`src/rtl/fts_pkg.sv`:
```
// package: shared constants and register codes for the follow-target speed law
package fts_pkg;

  localparam int SAMPLE_COUNT = 5;
  localparam int DEPTH_BITS   = 16;
  localparam int CNT_W        = $clog2(SAMPLE_COUNT + 1);
  localparam int POS_W        = 12;
  localparam int CX_W         = POS_W + 1;
  localparam int CFG_IDX_W    = 3;
  localparam int CFG_DATA_W   = 16;
  localparam int SPEED_W      = 9;
  localparam int TURN_W       = 11;
  localparam int MEAN_W       = 16;
  localparam int STOP_W       = 8;

  // speed law constants
  localparam int SPEED_MIN_MEAN  = 1000;
  localparam int SPEED_SAT_MEAN  = 5000;  // mean*3/40+25 reaches the cap here
  localparam int SPEED_OFFSET    = 25;
  localparam int SPEED_CAP       = 400;
  localparam int DIV5_RECIP      = 52429; // 2^18/5 rounded up
  localparam int DIV5_SHIFT      = 18;

  // turn law constants
  localparam int TURN_FULL       = 750;
  localparam int TURN_LEFT_BASE  = 1200;
  localparam int TURN_RIGHT_BASE = 1360;
  localparam int TURN_MAX        = 1023;
  localparam int TURN_MIN        = -1024;

  typedef enum logic [CFG_IDX_W-1:0] {
    REG_MIN_DEPTH   = 3'd0,
    REG_MAX_DEPTH   = 3'd1,
    REG_LEFT_OUTER  = 3'd2,
    REG_LEFT_INNER  = 3'd3,
    REG_RIGHT_INNER = 3'd4,
    REG_RIGHT_OUTER = 3'd5,
    REG_STOP_LIMIT  = 3'd6
  } cfg_reg_t;

endpackage

```
`src/rtl/fts_in_if.sv`:
```
// interface: input channel carrying one depth frame transaction
interface fts_in_if #(
  parameter int DEPTH_BITS = fts_pkg::DEPTH_BITS
);
  logic                          valid;
  logic                          ready;
  logic [DEPTH_BITS-1:0]         depth_upper_left;
  logic [DEPTH_BITS-1:0]         depth_upper_right;
  logic [DEPTH_BITS-1:0]         depth_lower_left;
  logic [DEPTH_BITS-1:0]         depth_lower_right;
  logic [DEPTH_BITS-1:0]         depth_middle;
  logic [fts_pkg::POS_W-1:0]     box_left;
  logic [fts_pkg::POS_W-1:0]     box_span;
  logic                          object_mode;

  modport source (
    output valid, depth_upper_left, depth_upper_right, depth_lower_left,
           depth_lower_right, depth_middle, box_left, box_span, object_mode,
    input  ready
  );
  modport sink (
    input  valid, depth_upper_left, depth_upper_right, depth_lower_left,
           depth_lower_right, depth_middle, box_left, box_span, object_mode,
    output ready
  );
endinterface

```
`src/rtl/fts_out_if.sv`:
```
// interface: result channel carrying one speed command transaction
interface fts_out_if;
  logic                                valid;
  logic                                ready;
  logic [fts_pkg::SPEED_W-1:0]         forward_speed;
  logic signed [fts_pkg::TURN_W-1:0]   turn_rate;
  logic [fts_pkg::MEAN_W-1:0]          mean_depth;
  logic [fts_pkg::CNT_W-1:0]           valid_points;
  logic                                finished;

  modport source (
    output valid, forward_speed, turn_rate, mean_depth, valid_points, finished,
    input  ready
  );
  modport sink (
    input  valid, forward_speed, turn_rate, mean_depth, valid_points, finished,
    output ready
  );
endinterface

```
`src/rtl/fts_lane.sv`:
```
// module: one sample lane, window check and masking of a depth sample
module fts_lane #(
  parameter int DEPTH_BITS = fts_pkg::DEPTH_BITS
) (
  input  logic                  clk,
  input  logic                  load,
  input  logic [DEPTH_BITS-1:0] sample,
  input  logic [15:0]           min_depth,
  input  logic [15:0]           max_depth,
  output logic [DEPTH_BITS-1:0] kept_r,
  output logic                  ok_r
);

  logic [32:0] sample_x;
  logic        in_window;

  assign sample_x  = 33'(sample);
  assign in_window = (sample_x > 33'(min_depth)) && (sample_x < 33'(max_depth));

  always_ff @(posedge clk) begin
    if (load) begin
      ok_r   <= in_window;
      kept_r <= in_window ? sample : '0;
    end
  end

endmodule

```
`src/rtl/fts_merge.sv`:
```
// module: merging stage, sum and count of the lane results
module fts_merge #(
  parameter int DEPTH_BITS = fts_pkg::DEPTH_BITS,
  parameter int LANES      = fts_pkg::SAMPLE_COUNT,
  parameter int SUM_W      = DEPTH_BITS + $clog2(LANES),
  parameter int CNT_W      = $clog2(LANES + 1)
) (
  input  logic                  clk,
  input  logic                  load,
  input  logic [DEPTH_BITS-1:0] kept [LANES],
  input  logic [LANES-1:0]      ok,
  output logic [SUM_W-1:0]      sum_r,
  output logic [CNT_W-1:0]      count_r
);

  logic [SUM_W-1:0] sum_nxt;
  logic [CNT_W-1:0] count_nxt;

  always_comb begin
    sum_nxt   = '0;
    count_nxt = '0;
    for (int i = 0; i < LANES; i++) begin
      sum_nxt   = sum_nxt + SUM_W'(kept[i]);
      count_nxt = count_nxt + CNT_W'(ok[i]);
    end
  end

  always_ff @(posedge clk) begin
    if (load) begin
      sum_r   <= sum_nxt;
      count_r <= count_nxt;
    end
  end

endmodule

```
`src/rtl/fts_div.sv`:
```
// module: restoring divider, one quotient bit per cycle
module fts_div #(
  parameter int NUM_W = 19,
  parameter int DEN_W = 3
) (
  input  logic             clk,
  input  logic             rst_n,
  input  logic             start,
  input  logic [NUM_W-1:0] num,
  input  logic [DEN_W-1:0] den,
  output logic             done_r,
  output logic [NUM_W-1:0] quot_r
);

  localparam int STEP_W = $clog2(NUM_W + 1);

  logic [DEN_W-1:0]  rem_r;
  logic [DEN_W-1:0]  den_r;
  logic [STEP_W-1:0] steps_r;
  logic              busy_r;
  logic [DEN_W:0]    rem_sh;
  logic              fits;
  logic [DEN_W:0]    rem_diff;

  assign rem_sh   = {rem_r, quot_r[NUM_W-1]};
  assign fits     = rem_sh >= {1'b0, den_r};
  assign rem_diff = rem_sh - {1'b0, den_r};

  always_ff @(posedge clk) begin
    if (!rst_n) begin
      busy_r  <= 1'b0;
      done_r  <= 1'b0;
      steps_r <= '0;
    end else begin
      done_r <= 1'b0;
      if (start) begin
        busy_r  <= 1'b1;
        steps_r <= STEP_W'(NUM_W);
      end else if (busy_r) begin
        steps_r <= steps_r - 1'b1;
        if (steps_r == STEP_W'(1)) begin
          busy_r <= 1'b0;
          done_r <= 1'b1;
        end
      end
    end
  end

  always_ff @(posedge clk) begin
    if (start) begin
      quot_r <= num;
      den_r  <= den;
      rem_r  <= '0;
    end else if (busy_r) begin
      rem_r  <= fits ? rem_diff[DEN_W-1:0] : rem_sh[DEN_W-1:0];
      quot_r <= {quot_r[NUM_W-2:0], fits};
    end
  end

endmodule

```
`src/rtl/follow_target_speed_law.sv`:
```
// top level: follow-target speed law, depth lanes, mean divider and speed/turn laws
//
//  channel  | direction | payload                                        | handshake
//  ---------+-----------+------------------------------------------------+-----------
//  in_ch    | in        | five depth samples, box_left, box_span, mode   | valid/ready
//  out_ch   | out       | forward_speed, turn_rate, mean_depth, count,   | valid/ready
//           |           | finished                                       |
//  cfg_*    | in        | register index and write data                  | write enable
//
//  one transaction at a time: an accepted frame passes the lane registers, the
//  merge registers, the restoring divider that yields one mean bit a cycle, the
//  scale registers and the output register; no valid sample skips the divider
//  rst_n is synchronous and active low; it restores the register defaults and
//  clears the zero-speed run counter
//  the result sits in an output register, so a stalled sink only holds the
//  block once the next result is ready and the output is still occupied
module follow_target_speed_law #(
  parameter int DEPTH_BITS = fts_pkg::DEPTH_BITS
) (
  input  logic                            clk,
  input  logic                            rst_n,
  fts_in_if.sink                          in_ch,
  fts_out_if.source                       out_ch,
  input  logic                            cfg_we,
  input  logic [fts_pkg::CFG_IDX_W-1:0]   cfg_index,
  input  logic [fts_pkg::CFG_DATA_W-1:0]  cfg_wdata
);

  localparam int LANES  = fts_pkg::SAMPLE_COUNT;
  localparam int CNT_W  = fts_pkg::CNT_W;
  localparam int SUM_W  = DEPTH_BITS + $clog2(LANES);
  localparam int POS_W  = fts_pkg::POS_W;
  localparam int CX_W   = fts_pkg::CX_W;
  localparam int STOP_W = fts_pkg::STOP_W;
  localparam int Y_W    = 11;               // floor(mean*3/8) below the cap
  localparam int PROD_W = Y_W + 17;

  typedef enum logic [2:0] {
    ST_IDLE,
    ST_MERGE,
    ST_START,
    ST_DIV,
    ST_SCALE,
    ST_FINAL
  } state_t;

  // configuration registers
  logic [15:0]        min_depth_r;
  logic [15:0]        max_depth_r;
  logic [POS_W-1:0]   left_outer_r;
  logic [POS_W-1:0]   left_inner_r;
  logic [POS_W-1:0]   right_inner_r;
  logic [POS_W-1:0]   right_outer_r;
  logic [STOP_W-1:0]  stop_limit_r;

  always_ff @(posedge clk) begin
    if (!rst_n) begin
      min_depth_r   <= 16'd400;
      max_depth_r   <= 16'd8000;
      left_outer_r  <= 12'd200;
      left_inner_r  <= 12'd600;
      right_inner_r <= 12'd680;
      right_outer_r <= 12'd1080;
      stop_limit_r  <= 8'd20;
    end else if (cfg_we) begin
      unique case (cfg_index)
        fts_pkg::REG_MIN_DEPTH:   min_depth_r   <= cfg_wdata;
        fts_pkg::REG_MAX_DEPTH:   max_depth_r   <= cfg_wdata;
        fts_pkg::REG_LEFT_OUTER:  left_outer_r  <= cfg_wdata[POS_W-1:0];
        fts_pkg::REG_LEFT_INNER:  left_inner_r  <= cfg_wdata[POS_W-1:0];
        fts_pkg::REG_RIGHT_INNER: right_inner_r <= cfg_wdata[POS_W-1:0];
        fts_pkg::REG_RIGHT_OUTER: right_outer_r <= cfg_wdata[POS_W-1:0];
        fts_pkg::REG_STOP_LIMIT:  stop_limit_r  <= cfg_wdata[STOP_W-1:0];
        default: ;
      endcase
    end
  end

  state_t state_r;
  logic   in_fire;
  logic   out_free;

  assign in_ch.ready = (state_r == ST_IDLE);
  assign in_fire     = in_ch.valid && in_ch.ready;
  assign out_free    = !out_ch.valid || out_ch.ready;

  // sample lanes
  logic [DEPTH_BITS-1:0] samples [LANES];
  logic [DEPTH_BITS-1:0] kept    [LANES];
  logic [LANES-1:0]      ok;

  assign samples[0] = in_ch.depth_upper_left;
  assign samples[1] = in_ch.depth_upper_right;
  assign samples[2] = in_ch.depth_lower_left;
  assign samples[3] = in_ch.depth_lower_right;
  assign samples[4] = in_ch.depth_middle;

  for (genvar g = 0; g < LANES; g++) begin : g_lane
    fts_lane #(.DEPTH_BITS(DEPTH_BITS)) u_lane (
      .clk       (clk),
      .load      (in_fire),
      .sample    (samples[g]),
      .min_depth (min_depth_r),
      .max_depth (max_depth_r),
      .kept_r    (kept[g]),
      .ok_r      (ok[g])
    );
  end

  logic [SUM_W-1:0] sum;
  logic [CNT_W-1:0] count;

  fts_merge #(
    .DEPTH_BITS (DEPTH_BITS),
    .LANES      (LANES),
    .SUM_W      (SUM_W),
    .CNT_W      (CNT_W)
  ) u_merge (
    .clk     (clk),
    .load    (state_r == ST_MERGE),
    .kept    (kept),
    .ok      (ok),
    .sum_r   (sum),
    .count_r (count)
  );

  // mean = sum / count, skipped when nothing was valid
  logic             div_start;
  logic             div_done;
  logic [SUM_W-1:0] quot;

  assign div_start = (state_r == ST_START) && (count != '0);

  fts_div #(.NUM_W(SUM_W), .DEN_W(CNT_W)) u_div (
    .clk    (clk),
    .rst_n  (rst_n),
    .start  (div_start),
    .num    (sum),
    .den    (count),
    .done_r (div_done),
    .quot_r (quot)
  );

  // item side registers
  logic [CX_W-1:0] cx_r;
  logic            obj_r;
  logic [32:0]     mean_r;

  // speed law: below the cap, floor(mean*3/40) = floor(floor(mean*3/8)/5)
  logic [Y_W-1:0]    y_div8;
  logic [PROD_W-1:0] prod_r;
  logic              above_min_r;
  logic              at_cap_r;
  logic [14:0]       mean_x3;

  assign mean_x3 = {2'b00, mean_r[12:0]} + {1'b0, mean_r[12:0], 1'b0};
  assign y_div8  = mean_x3[13:3];

  // turn law over the box center, strict bounds on every band
  logic signed [15:0]  cx_s;
  logic signed [15:0]  band_val;
  logic signed [15:0]  turn_wide;
  logic signed [10:0]  turn_r;
  logic [CX_W-1:0]     lo1, lo2, ri1, ri2;

  assign lo1  = CX_W'(left_outer_r);
  assign lo2  = CX_W'(left_inner_r);
  assign ri1  = CX_W'(right_inner_r);
  assign ri2  = CX_W'(right_outer_r);
  assign cx_s = signed'(16'(cx_r));

  always_comb begin
    if (cx_r < lo1) begin
      band_val = 16'(fts_pkg::TURN_FULL);
    end else if (cx_r > lo1 && cx_r < lo2) begin
      band_val = 16'(fts_pkg::TURN_LEFT_BASE) - (cx_s <<< 1);
    end else if (cx_r > ri1 && cx_r < ri2) begin
      band_val = 16'(fts_pkg::TURN_RIGHT_BASE) - (cx_s <<< 1);
    end else if (cx_r > ri2) begin
      band_val = -16'sd750;
    end else begin
      band_val = '0;
    end
    // saturate to the 11-bit signed range
    if (band_val > 16'sd1023) begin
      turn_wide = 16'(fts_pkg::TURN_MAX);
    end else if (band_val < -16'sd1024) begin
      turn_wide = 16'(fts_pkg::TURN_MIN);
    end else begin
      turn_wide = band_val;
    end
  end

  // final speed and stop counting
  logic [8:0]        speed_raw;
  logic [PROD_W-1:0] prod_q;
  logic [STOP_W-1:0] run_r;
  logic [STOP_W-1:0] run_step;
  logic              run_over;

  assign prod_q = prod_r >> fts_pkg::DIV5_SHIFT;

  always_comb begin
    if (at_cap_r) begin
      speed_raw = 9'(fts_pkg::SPEED_CAP);
    end else if (above_min_r) begin
      speed_raw = prod_q[8:0] + 9'(fts_pkg::SPEED_OFFSET);
    end else begin
      speed_raw = '0;
    end
  end

  always_comb begin
    if (speed_raw == '0 && turn_r == '0) begin
      run_step = (run_r == '1) ? run_r : run_r + 1'b1;
    end else begin
      run_step = '0;
    end
    run_over = run_step > stop_limit_r;
  end

  // sequencer and output register
  always_ff @(posedge clk) begin
    if (!rst_n) begin
      state_r      <= ST_IDLE;
      out_ch.valid <= 1'b0;
      run_r        <= '0;
    end else begin
      unique case (state_r)
        ST_IDLE:  if (in_fire) state_r <= ST_MERGE;
        ST_MERGE: state_r <= ST_START;
        ST_START: state_r <= (count != '0) ? ST_DIV : ST_SCALE;
        ST_DIV:   if (div_done) state_r <= ST_SCALE;
        ST_SCALE: state_r <= ST_FINAL;
        ST_FINAL: begin
          if (out_free) begin
            run_r   <= run_over ? '0 : run_step;
            state_r <= ST_IDLE;
          end
        end
        default: state_r <= ST_IDLE;
      endcase
      // a new result takes the slot, otherwise an accepted one frees it
      if (state_r == ST_FINAL && out_free) begin
        out_ch.valid <= 1'b1;
      end else if (out_ch.valid && out_ch.ready) begin
        out_ch.valid <= 1'b0;
      end
    end
  end

  // payload registers
  always_ff @(posedge clk) begin
    if (in_fire) begin
      cx_r  <= CX_W'(in_ch.box_left) + CX_W'(in_ch.box_span >> 1);
      obj_r <= in_ch.object_mode;
    end
    if (state_r == ST_START && count == '0) begin
      mean_r <= '0;
    end else if (state_r == ST_DIV && div_done) begin
      mean_r <= 33'(quot);
    end
    if (state_r == ST_SCALE) begin
      prod_r      <= PROD_W'(y_div8) * PROD_W'(fts_pkg::DIV5_RECIP);
      above_min_r <= mean_r > 33'(fts_pkg::SPEED_MIN_MEAN);
      at_cap_r    <= mean_r >= 33'(fts_pkg::SPEED_SAT_MEAN);
      turn_r      <= turn_wide[10:0];
    end
    if (state_r == ST_FINAL && out_free) begin
      out_ch.forward_speed <= obj_r ? '0 : speed_raw;
      out_ch.turn_rate     <= turn_r;
      out_ch.mean_depth    <= mean_r[15:0];
      out_ch.valid_points  <= count;
      out_ch.finished      <= run_over;
    end
  end

endmodule

```
`src/flat_wrapper.sv`:
```
// flat-port wrapper written by rule: the top's interface ports become plain ports
module follow_target_speed_law_flat 
#(
  parameter int DEPTH_BITS = fts_pkg::DEPTH_BITS
)
  (clk, rst_n, cfg_we, cfg_index, cfg_wdata, in_ch_valid, in_ch_depth_upper_left, in_ch_depth_upper_right, in_ch_depth_lower_left, in_ch_depth_lower_right, in_ch_depth_middle, in_ch_box_left, in_ch_box_span, in_ch_object_mode, in_ch_ready, out_ch_valid, out_ch_forward_speed, out_ch_turn_rate, out_ch_mean_depth, out_ch_valid_points, out_ch_finished, out_ch_ready);
  fts_in_if #(.DEPTH_BITS(DEPTH_BITS)) in_ch_i ();
  fts_out_if out_ch_i ();
  input  logic clk;
  input  logic rst_n;
  input  logic cfg_we;
  input  logic [fts_pkg::CFG_IDX_W-1:0] cfg_index;
  input  logic [fts_pkg::CFG_DATA_W-1:0] cfg_wdata;
  input wire logic [$bits(in_ch_i.valid)-1:0] in_ch_valid;
  input wire logic [$bits(in_ch_i.depth_upper_left)-1:0] in_ch_depth_upper_left;
  input wire logic [$bits(in_ch_i.depth_upper_right)-1:0] in_ch_depth_upper_right;
  input wire logic [$bits(in_ch_i.depth_lower_left)-1:0] in_ch_depth_lower_left;
  input wire logic [$bits(in_ch_i.depth_lower_right)-1:0] in_ch_depth_lower_right;
  input wire logic [$bits(in_ch_i.depth_middle)-1:0] in_ch_depth_middle;
  input wire logic [$bits(in_ch_i.box_left)-1:0] in_ch_box_left;
  input wire logic [$bits(in_ch_i.box_span)-1:0] in_ch_box_span;
  input wire logic [$bits(in_ch_i.object_mode)-1:0] in_ch_object_mode;
  output wire logic [$bits(in_ch_i.ready)-1:0] in_ch_ready;
  output wire logic [$bits(out_ch_i.valid)-1:0] out_ch_valid;
  output wire logic [$bits(out_ch_i.forward_speed)-1:0] out_ch_forward_speed;
  output wire logic [$bits(out_ch_i.turn_rate)-1:0] out_ch_turn_rate;
  output wire logic [$bits(out_ch_i.mean_depth)-1:0] out_ch_mean_depth;
  output wire logic [$bits(out_ch_i.valid_points)-1:0] out_ch_valid_points;
  output wire logic [$bits(out_ch_i.finished)-1:0] out_ch_finished;
  input wire logic [$bits(out_ch_i.ready)-1:0] out_ch_ready;
  assign in_ch_i.valid = in_ch_valid;
  assign in_ch_i.depth_upper_left = in_ch_depth_upper_left;
  assign in_ch_i.depth_upper_right = in_ch_depth_upper_right;
  assign in_ch_i.depth_lower_left = in_ch_depth_lower_left;
  assign in_ch_i.depth_lower_right = in_ch_depth_lower_right;
  assign in_ch_i.depth_middle = in_ch_depth_middle;
  assign in_ch_i.box_left = in_ch_box_left;
  assign in_ch_i.box_span = in_ch_box_span;
  assign in_ch_i.object_mode = in_ch_object_mode;
  assign in_ch_ready = in_ch_i.ready;
  assign out_ch_valid = out_ch_i.valid;
  assign out_ch_forward_speed = out_ch_i.forward_speed;
  assign out_ch_turn_rate = out_ch_i.turn_rate;
  assign out_ch_mean_depth = out_ch_i.mean_depth;
  assign out_ch_valid_points = out_ch_i.valid_points;
  assign out_ch_finished = out_ch_i.finished;
  assign out_ch_i.ready = out_ch_ready;
  follow_target_speed_law #(.DEPTH_BITS(DEPTH_BITS)) u_core (.clk(clk), .rst_n(rst_n), .in_ch(in_ch_i), .out_ch(out_ch_i), .cfg_we(cfg_we), .cfg_index(cfg_index), .cfg_wdata(cfg_wdata));
endmodule
```
`config.mk`:
```
export PLATFORM = sky130hd
export DESIGN_NAME = follow_target_speed_law_flat
export DESIGN_NICKNAME = d
export VERILOG_FILES = /design/src/rtl/fts_pkg.sv /design/src/rtl/fts_in_if.sv /design/src/rtl/fts_out_if.sv /design/src/rtl/fts_lane.sv /design/src/rtl/fts_merge.sv /design/src/rtl/fts_div.sv /design/src/rtl/follow_target_speed_law.sv /design/src/flat_wrapper.sv
export SDC_FILE = /design/constraint.sdc
export NUM_CORES = 1
export LEC_CHECK = 0
export BUFFER_PORTS_ARGS = -buffer_cell sky130_fd_sc_hd__buf_2
export CAP_MARGIN = 20
export CORE_MARGIN = 2
export CORE_UTILIZATION = 50
export CTS_CLUSTER_DIAMETER = 120
export DETAILED_ROUTE_END_ITERATION = 8
export GPL_TIMING_DRIVEN = 1
export MAX_ROUTING_LAYER = met4
export PLACE_DENSITY = 0.68
export SLEW_MARGIN = 30
export SYNTH_ARGS = -nofsm -noshare
export SYNTH_HDL_FRONTEND = slang
export SYNTH_HIERARCHICAL = 1
export SYNTH_SLANG_ARGS = --single-unit
export TNS_END_PERCENT = 50
```
`constraint.sdc`:
```
create_clock -name clk -period 8.4 [get_ports clk]
set_input_delay 0.84 -clock clk [delete_from_list [all_inputs] [get_ports clk]]
set_output_delay 0.84 -clock clk [all_outputs]
set_load 0.02 [all_outputs]
```
# After elaboration in Yosys (flattened, before gate mapping)
# Cells that the tools add are included.
# totals
ff_bits	352
output_inout_bits	42
elab_cells	159
# op_classes
n_addsub	16
mul	1
order_cmp	22
eq_ne	16
muxes	26
bitwise_logic	2
n_reduce_logical	35
# ops
cell	n
16-bit greater-than comparator	5
16-bit < comparator	5
16-bit 2-to-1 mux	4
13-bit by 12-bit greater-than comparator with 1-bit output	3
13-bit by 12-bit < comparator with 1-bit output	3
19-bit 2-to-1 mux	2
11-bit by 14-bit subtractor with 15-bit output, first input constant	2
11-bit by 16-bit multiplier with 27-bit output, second input constant	1
8-bit 2-to-1 mux	3
18-bit by 16-bit adder with 19-bit output	1
19-bit by 16-bit adder with 19-bit output	1
19-bit by 13-bit greater-or-equal comparator with 1-bit output, second input constant	1
19-bit by 10-bit greater-than comparator with 1-bit output, second input constant	1
17-bit by 16-bit adder with 18-bit output	1
9-bit 2-to-1 mux	2
3-bit one-hot mux with 6 select lines	1
16-bit by 16-bit adder with 17-bit output	1
16-bit by 11-bit greater-than comparator with 1-bit output, second input constant	1
16-bit by 11-bit < comparator with 1-bit output, second input constant	1
2-bit AND reduction	8
3-bit == test, second input constant	5
3-bit 2-to-1 mux	5
13-bit by 14-bit adder with 14-bit output	1
1-bit logical AND	14
30 further kinds	46

# Logic depth before layout (Yosys ltp)
# depth
depth_word	8
ltp_mapped	29
depth_no_buf	29

# Cells and area by module
# The synthesis kept the hierarchy.
# modules_own_cells
module	n_inst	cells_per_inst	area_each_um2	seq_area_each_um2
follow_target_speed_law	1	1414	12822.3	4664.5
fts_lane	5	161	1566.5	510.5
fts_merge	1	327	3039.2	660.6
fts_div	1	108	1470.2	860.8

# Worst setup path before layout
# Ideal clock, no wire load.
# synth_timing
kind	register -> register
startpoint	register u_core.mean_r[2]
endpoint	register u_core.prod_r[26], data pin
t_arrival_ps	6538
path_slack_ps	1604
path_stages_with_launch	28
cell_sequence	dfxtp_1 -> inv_1 -> ha_1 -> nand2b_1 -> a21oi_1 -> nor3_1 -> nor2_1 -> a211o_1 -> o21ai_1 -> a211oi_1 -> a31o_2 -> a21o_1 -> fa_1 -> fa_1 -> fa_1 -> inv_1 -> fa_1 -> inv_1 -> ha_1 -> a21o_1 -> a21oi_1 -> a21o_2 -> a31oi_1 -> a221o_2 -> or4_4 -> a31oi_4 -> xnor2_1 -> xnor2_1
# synth_between
elab_chain_cells	2
# synth_lines
item	line	rtl
from (decl)	follow_target_speed_law.sv:147	logic [32:0] mean_r;
from (signal assigned)	follow_target_speed_law.sv:261	mean_r <= 33'(quot);
13-bit by 14-bit adder with 14-bit output	follow_target_speed_law.sv:156	assign mean_x3 = {2'b00, mean_r[12:0]} + {1'b0, mean_r[12:0], 1'b0};
11-bit by 16-bit multiplier with 27-bit output	follow_target_speed_law.sv:264	prod_r <= PROD_W'(y_div8) * PROD_W'(fts_pkg::DIV5_RECIP);
to (signal assigned)	follow_target_speed_law.sv:264	
to (decl)	follow_target_speed_law.sv:151	logic [PROD_W-1:0] prod_r;
# Every way passes these cells.
# A chain may end at the register's enable or synchronous reset.

# Final worst setup path
# Same ends and word-level chain as after synthesis.

==> impl_metrics.env <==
export IMPL_p_clk_share_pct=27.3
export IMPL_max_stage_delay_ns=0.59
export IMPL_setup_tns_ns=0
export IMPL_gp_congestion=0.927
export IMPL_period_needed_ns=7.30
export IMPL_p_leak_nw=12.5
export IMPL_drtPass1Iterations=7
export IMPL_first_global_vias=19600
export IMPL_finalPower_mw=6.04
export IMPL_hold_path_class="reg2reg"
export IMPL_setup_violations=0
export IMPL_ys_flop_type="edfxtp_1"
export IMPL_cap_violations=0
export IMPL_synth_xor_area_share_pct=2.08
export IMPL_cp_startpoint="u_core/mean_r[2]"
export IMPL_drtIter0Drc=1286
export IMPL_crit_fanout=5
export IMPL_synthAdderAreaFrac_pct=23.8
export IMPL_rrSetupSlack_ns=1.10
export IMPL_hold_depth=2
export IMPL_final_period_utilization_pct=86.9
export IMPL_netlist_instances=2654
export IMPL_synth_seq_cells=334
export IMPL_dp_slack_ns=1.13
export IMPL_postLayoutSetupSlackWorst_ns=1.10
export IMPL_synthSimpleGateAreaFrac_pct=16.8
export IMPL_grt_use_met3_pct=5.01
export IMPL_worstHoldStart="u_core/mean_r[18]"
export IMPL_met2_usage_pct=41.2
export IMPL_hold_end="u_core/mean_r[18]"
export IMPL_antenna_found_initial=3
export IMPL_synthesis_nets=3209
export IMPL_async_flop_share_pct=0
export IMPL_synth_compound_area_share_pct=12.9
export IMPL_ir_worst_vdd_mv=0.151
export IMPL_grt_max_degree=107
export IMPL_avgSynthCellArea_sq_um=9.48
export IMPL_track_usage_pct=26.2
export IMPL_h_tree_depth=2
export IMPL_reg2reg_from="u_core/mean_r[2]"
export IMPL_switching_power_mw=2.11
export IMPL_cts_tree="built"
export IMPL_worst_pin_slew_ns=0.932
export IMPL_cts_resized_gates=0
export IMPL_outcome="completed"
export IMPL_synth_area_sq_um=25200
export IMPL_drv_slew=0
export IMPL_dpl_cell_count=3436
export IMPL_fin_worst_skew_ns=0.0273
export IMPL_drc=0
export IMPL_critical_path_buf_inv_count=3
export IMPL_grt_use_met1_pct=34.0
export IMPL_grt_overflow_total=0
export IMPL_cts_root_buf="clkbuf_16"
export IMPL_clock_latency_ns=0.55
export IMPL_wire_per_inst_microns=19.0
export IMPL_clock_path_buffers=3
export IMPL_grt_pass1_wl_microns=104000
export IMPL_critPathTopFamily="adder cells"
export IMPL_core_sq_um=50000
export IMPL_nets=3358
export IMPL_cp_common_cell="fa_1"
export IMPL_seqCellArea_sq_um=8740
export IMPL_synth_top_family_by_area="adder cells"
export IMPL_grt_busiest_layer="met2"
export IMPL_synth_edff_count=205
export IMPL_antenna_left=0
export IMPL_crit_type="reg2reg"
export IMPL_post_cts_setup_buffers=0
export IMPL_hold_viol_final=0
export IMPL_vias=19500
export IMPL_combPwrFrac_pct=36.5
export IMPL_rows=82
export IMPL_reg2reg_to="u_core/prod_r[26]"
export IMPL_timing_slew_headroom_pct=37.7
export IMPL_fp_dieH_microns=228
export IMPL_dp_hpwl_microns=50900
export IMPL_wl_microns=66400
export IMPL_port_buffers=169
export IMPL_io_pins=171
export IMPL_reg2reg_depth=27
export IMPL_clock_fmax_mhz=137
export IMPL_startpoint_type="flip-flop"
export IMPL_hold_buffers=0
export IMPL_area_growth_pct=10.6
export IMPL_cp_slowest_cell="fa_1"
export IMPL_p_int_mw=3.93
export IMPL_cts_made_buffers=37
export IMPL_yosys_mux_area_fraction_pct=0.970
export IMPL_yosysWarnings=6
export IMPL_fin_cells=3505
export IMPL_cp_end_kind="flip-flop"
export IMPL_seqPwrFrac_pct=36.2
export IMPL_p_sw_share_pct=34.9
export IMPL_required_ns=8.69
export IMPL_viasPerCell=5.57
export IMPL_die_area_sq_um=52100
export IMPL_drive_above_1_share_pct=13.3
export IMPL_fill_cells=4484
export IMPL_dieWidth_microns=228
export IMPL_p_per_area_nw_per_um2=217
export IMPL_ys_seq_area_share_pct=34.7
export IMPL_rsz0062_at_grt="false"
export IMPL_ys_types=98
export IMPL_arrival_ns=7.59
export IMPL_path_clk_slew_ns=0.06
export IMPL_multiInputGateArea_sq_um=14300
export IMPL_initial_core_util_pct=50.4
export IMPL_cts_sinks=334
==> per-layer routing <==
layer	up-vias	routed length [microns]
li1	9394	-
met5	-	0
met3	125	5160
met1	9386	28900
met2	605	30000
met4	0	2390
==> cell type report <==
cell class                      count  area share [%]
Sequential cell                   334            31.4
Multi-Input combinational cell   1777            51.4
Inverter                          476            6.42
Clock buffer                       54            4.00
Timing Repair Buffer              177            3.28
Tap cell                          672            3.02
Clock inverter                     14           0.490
Antenna cell                        1         0.00899
==> power groups by stage <==
stage | registers (mW) | clock network [mW] | logic, mW
floorplan | 2.15 | 0 | 1.69
global placement | 2.21 | 0 | 2.11
detailed placement | 2.22 | 0 | 2.18
CTS | 2.18 | 1.68 | 2.20
global route | 2.20 | 1.74 | 2.50
finish | 2.19 | 1.65 | 2.20
==> worst max-delay path by stage <==
stage | to | cells past startpoint
3_5_place_dp | u_core/prod_r[26] | 27
4_1_cts | u_core/prod_r[26] | 27
6_report | u_core/prod_r[26] | 27
2_1_floorplan | u_core/prod_r[26] | 27
5_1_grt | u_core/prod_r[26] | 27
3_3_place_gp | u_core/prod_r[26] | 27
==> registers in the layout, summed over array words and instances (netlist names), 11 cells and up <==
register and cells:
u_core/u_div/quot_r 19, u_core/out_ch.mean_depth 16, u_core/right_inner_r 12, u_core/right_outer_r 12, u_core/left_inner_r 12, u_core/u_merge/sum_r 19, u_core/g_lane.u_lane/kept_r 80, u_core/max_depth_r 16
u_core/out_ch.turn_rate 11, u_core/mean_r 19, u_core/min_depth_r 16, u_core/turn_r 11, u_core/left_outer_r 12, u_core/cx_r 13
==> worst reg2reg max path, delay by kind of cell (launching register included) <==
family                     cells  cell delay [ns]
AOI/OAI and AO/OA             12             2.44
xor gates and xnor gates       2             0.23
adders and majority gates      6             2.85
buffers and inverters          3             0.18
DFF                            1             0.40
and+or+nand+nor                4             0.96
==> Yosys cell counts, types with 9 or more instances <==
library cell | instances | share of area [%]
a211oi_1 | 18 | 0.54
a21boi_0 | 67 | 2.0
a21o_1 | 36 | 1.1
a21oi_1 | 119 | 2.4
a21oi_2 | 10 | 0.35
a31oi_1 | 15 | 0.37
and2_1 | 15 | 0.37
buf_2 | 9 | 0.18
buf_6 | 10 | 0.45
clkbuf_1 | 40 | 0.60
dfxtp_1 | 129 | 10
edfxtp_1 | 205 | 24
fa_1 | 89 | 7.1
ha_1 | 337 | 17
inv_1 | 475 | 7.1
mux2_2 | 19 | 0.85
nand2_1 | 347 | 5.2
nand2b_1 | 24 | 0.60
nand3_1 | 63 | 1.3
nand4_1 | 50 | 1.2
nor2_1 | 90 | 1.3
nor2b_1 | 21 | 0.52
nor3_1 | 59 | 1.2
nor3_2 | 52 | 2.1
nor3b_1 | 13 | 0.39
nor4_1 | 14 | 0.35
o211ai_1 | 27 | 0.81
o21a_1 | 13 | 0.39
o21ai_0 | 39 | 0.78
o21ai_1 | 24 | 0.48
o21bai_1 | 11 | 0.33
xnor2_1 | 29 | 1.0
xor2_1 | 29 | 1.0
==> stage by stage <==
step           hold WS [ns]  util, %  instance area (sq um)
2_1_floorplan         0.427        -                  25200
5_1_grt               0.472     55.7                  27800
6_report              0.454     55.7                  27800
4_1_cts               0.457     55.6                  27800
3_3_place_gp          0.437     53.1                  26500
3_5_place_dp          0.436     53.1                  26500
==> kinds of logic (layout without fill, tap and decap cells) <==
family | after synthesis | count (layout)
xor+xnor | 59 | 59
simple gates | 809 | 809
buf+inv | 543 | 721
other cells | 0 | 1
fa+ha+maj | 426 | 426
compound gates | 461 | 461
mux | 22 | 22
flops | 334 | 334
==> placed cells by master, fill, tap and decap left out, types with 40 or more instances in the layout <==
| master | Yosys | layout |
|---|---|---|
| inv_1 | 475 | 475 |
| nand2_1 | 347 | 347 |
| ha_1 | 337 | 337 |
| edfxtp_1 | 205 | 205 |
| buf_2 | 9 | 169 |
| dfxtp_1 | 129 | 129 |
| a21oi_1 | 119 | 119 |
| fa_1 | 89 | 89 |
| nor2_1 | 90 | 85 |
| a21boi_0 | 67 | 67 |
| nand3_1 | 63 | 63 |
| nor3_1 | 59 | 59 |
| nor3_2 | 52 | 52 |
| nand4_1 | 50 | 50 |
| clkbuf_16 | 0 | 40 |
Power figures use the tool's default switching activity.
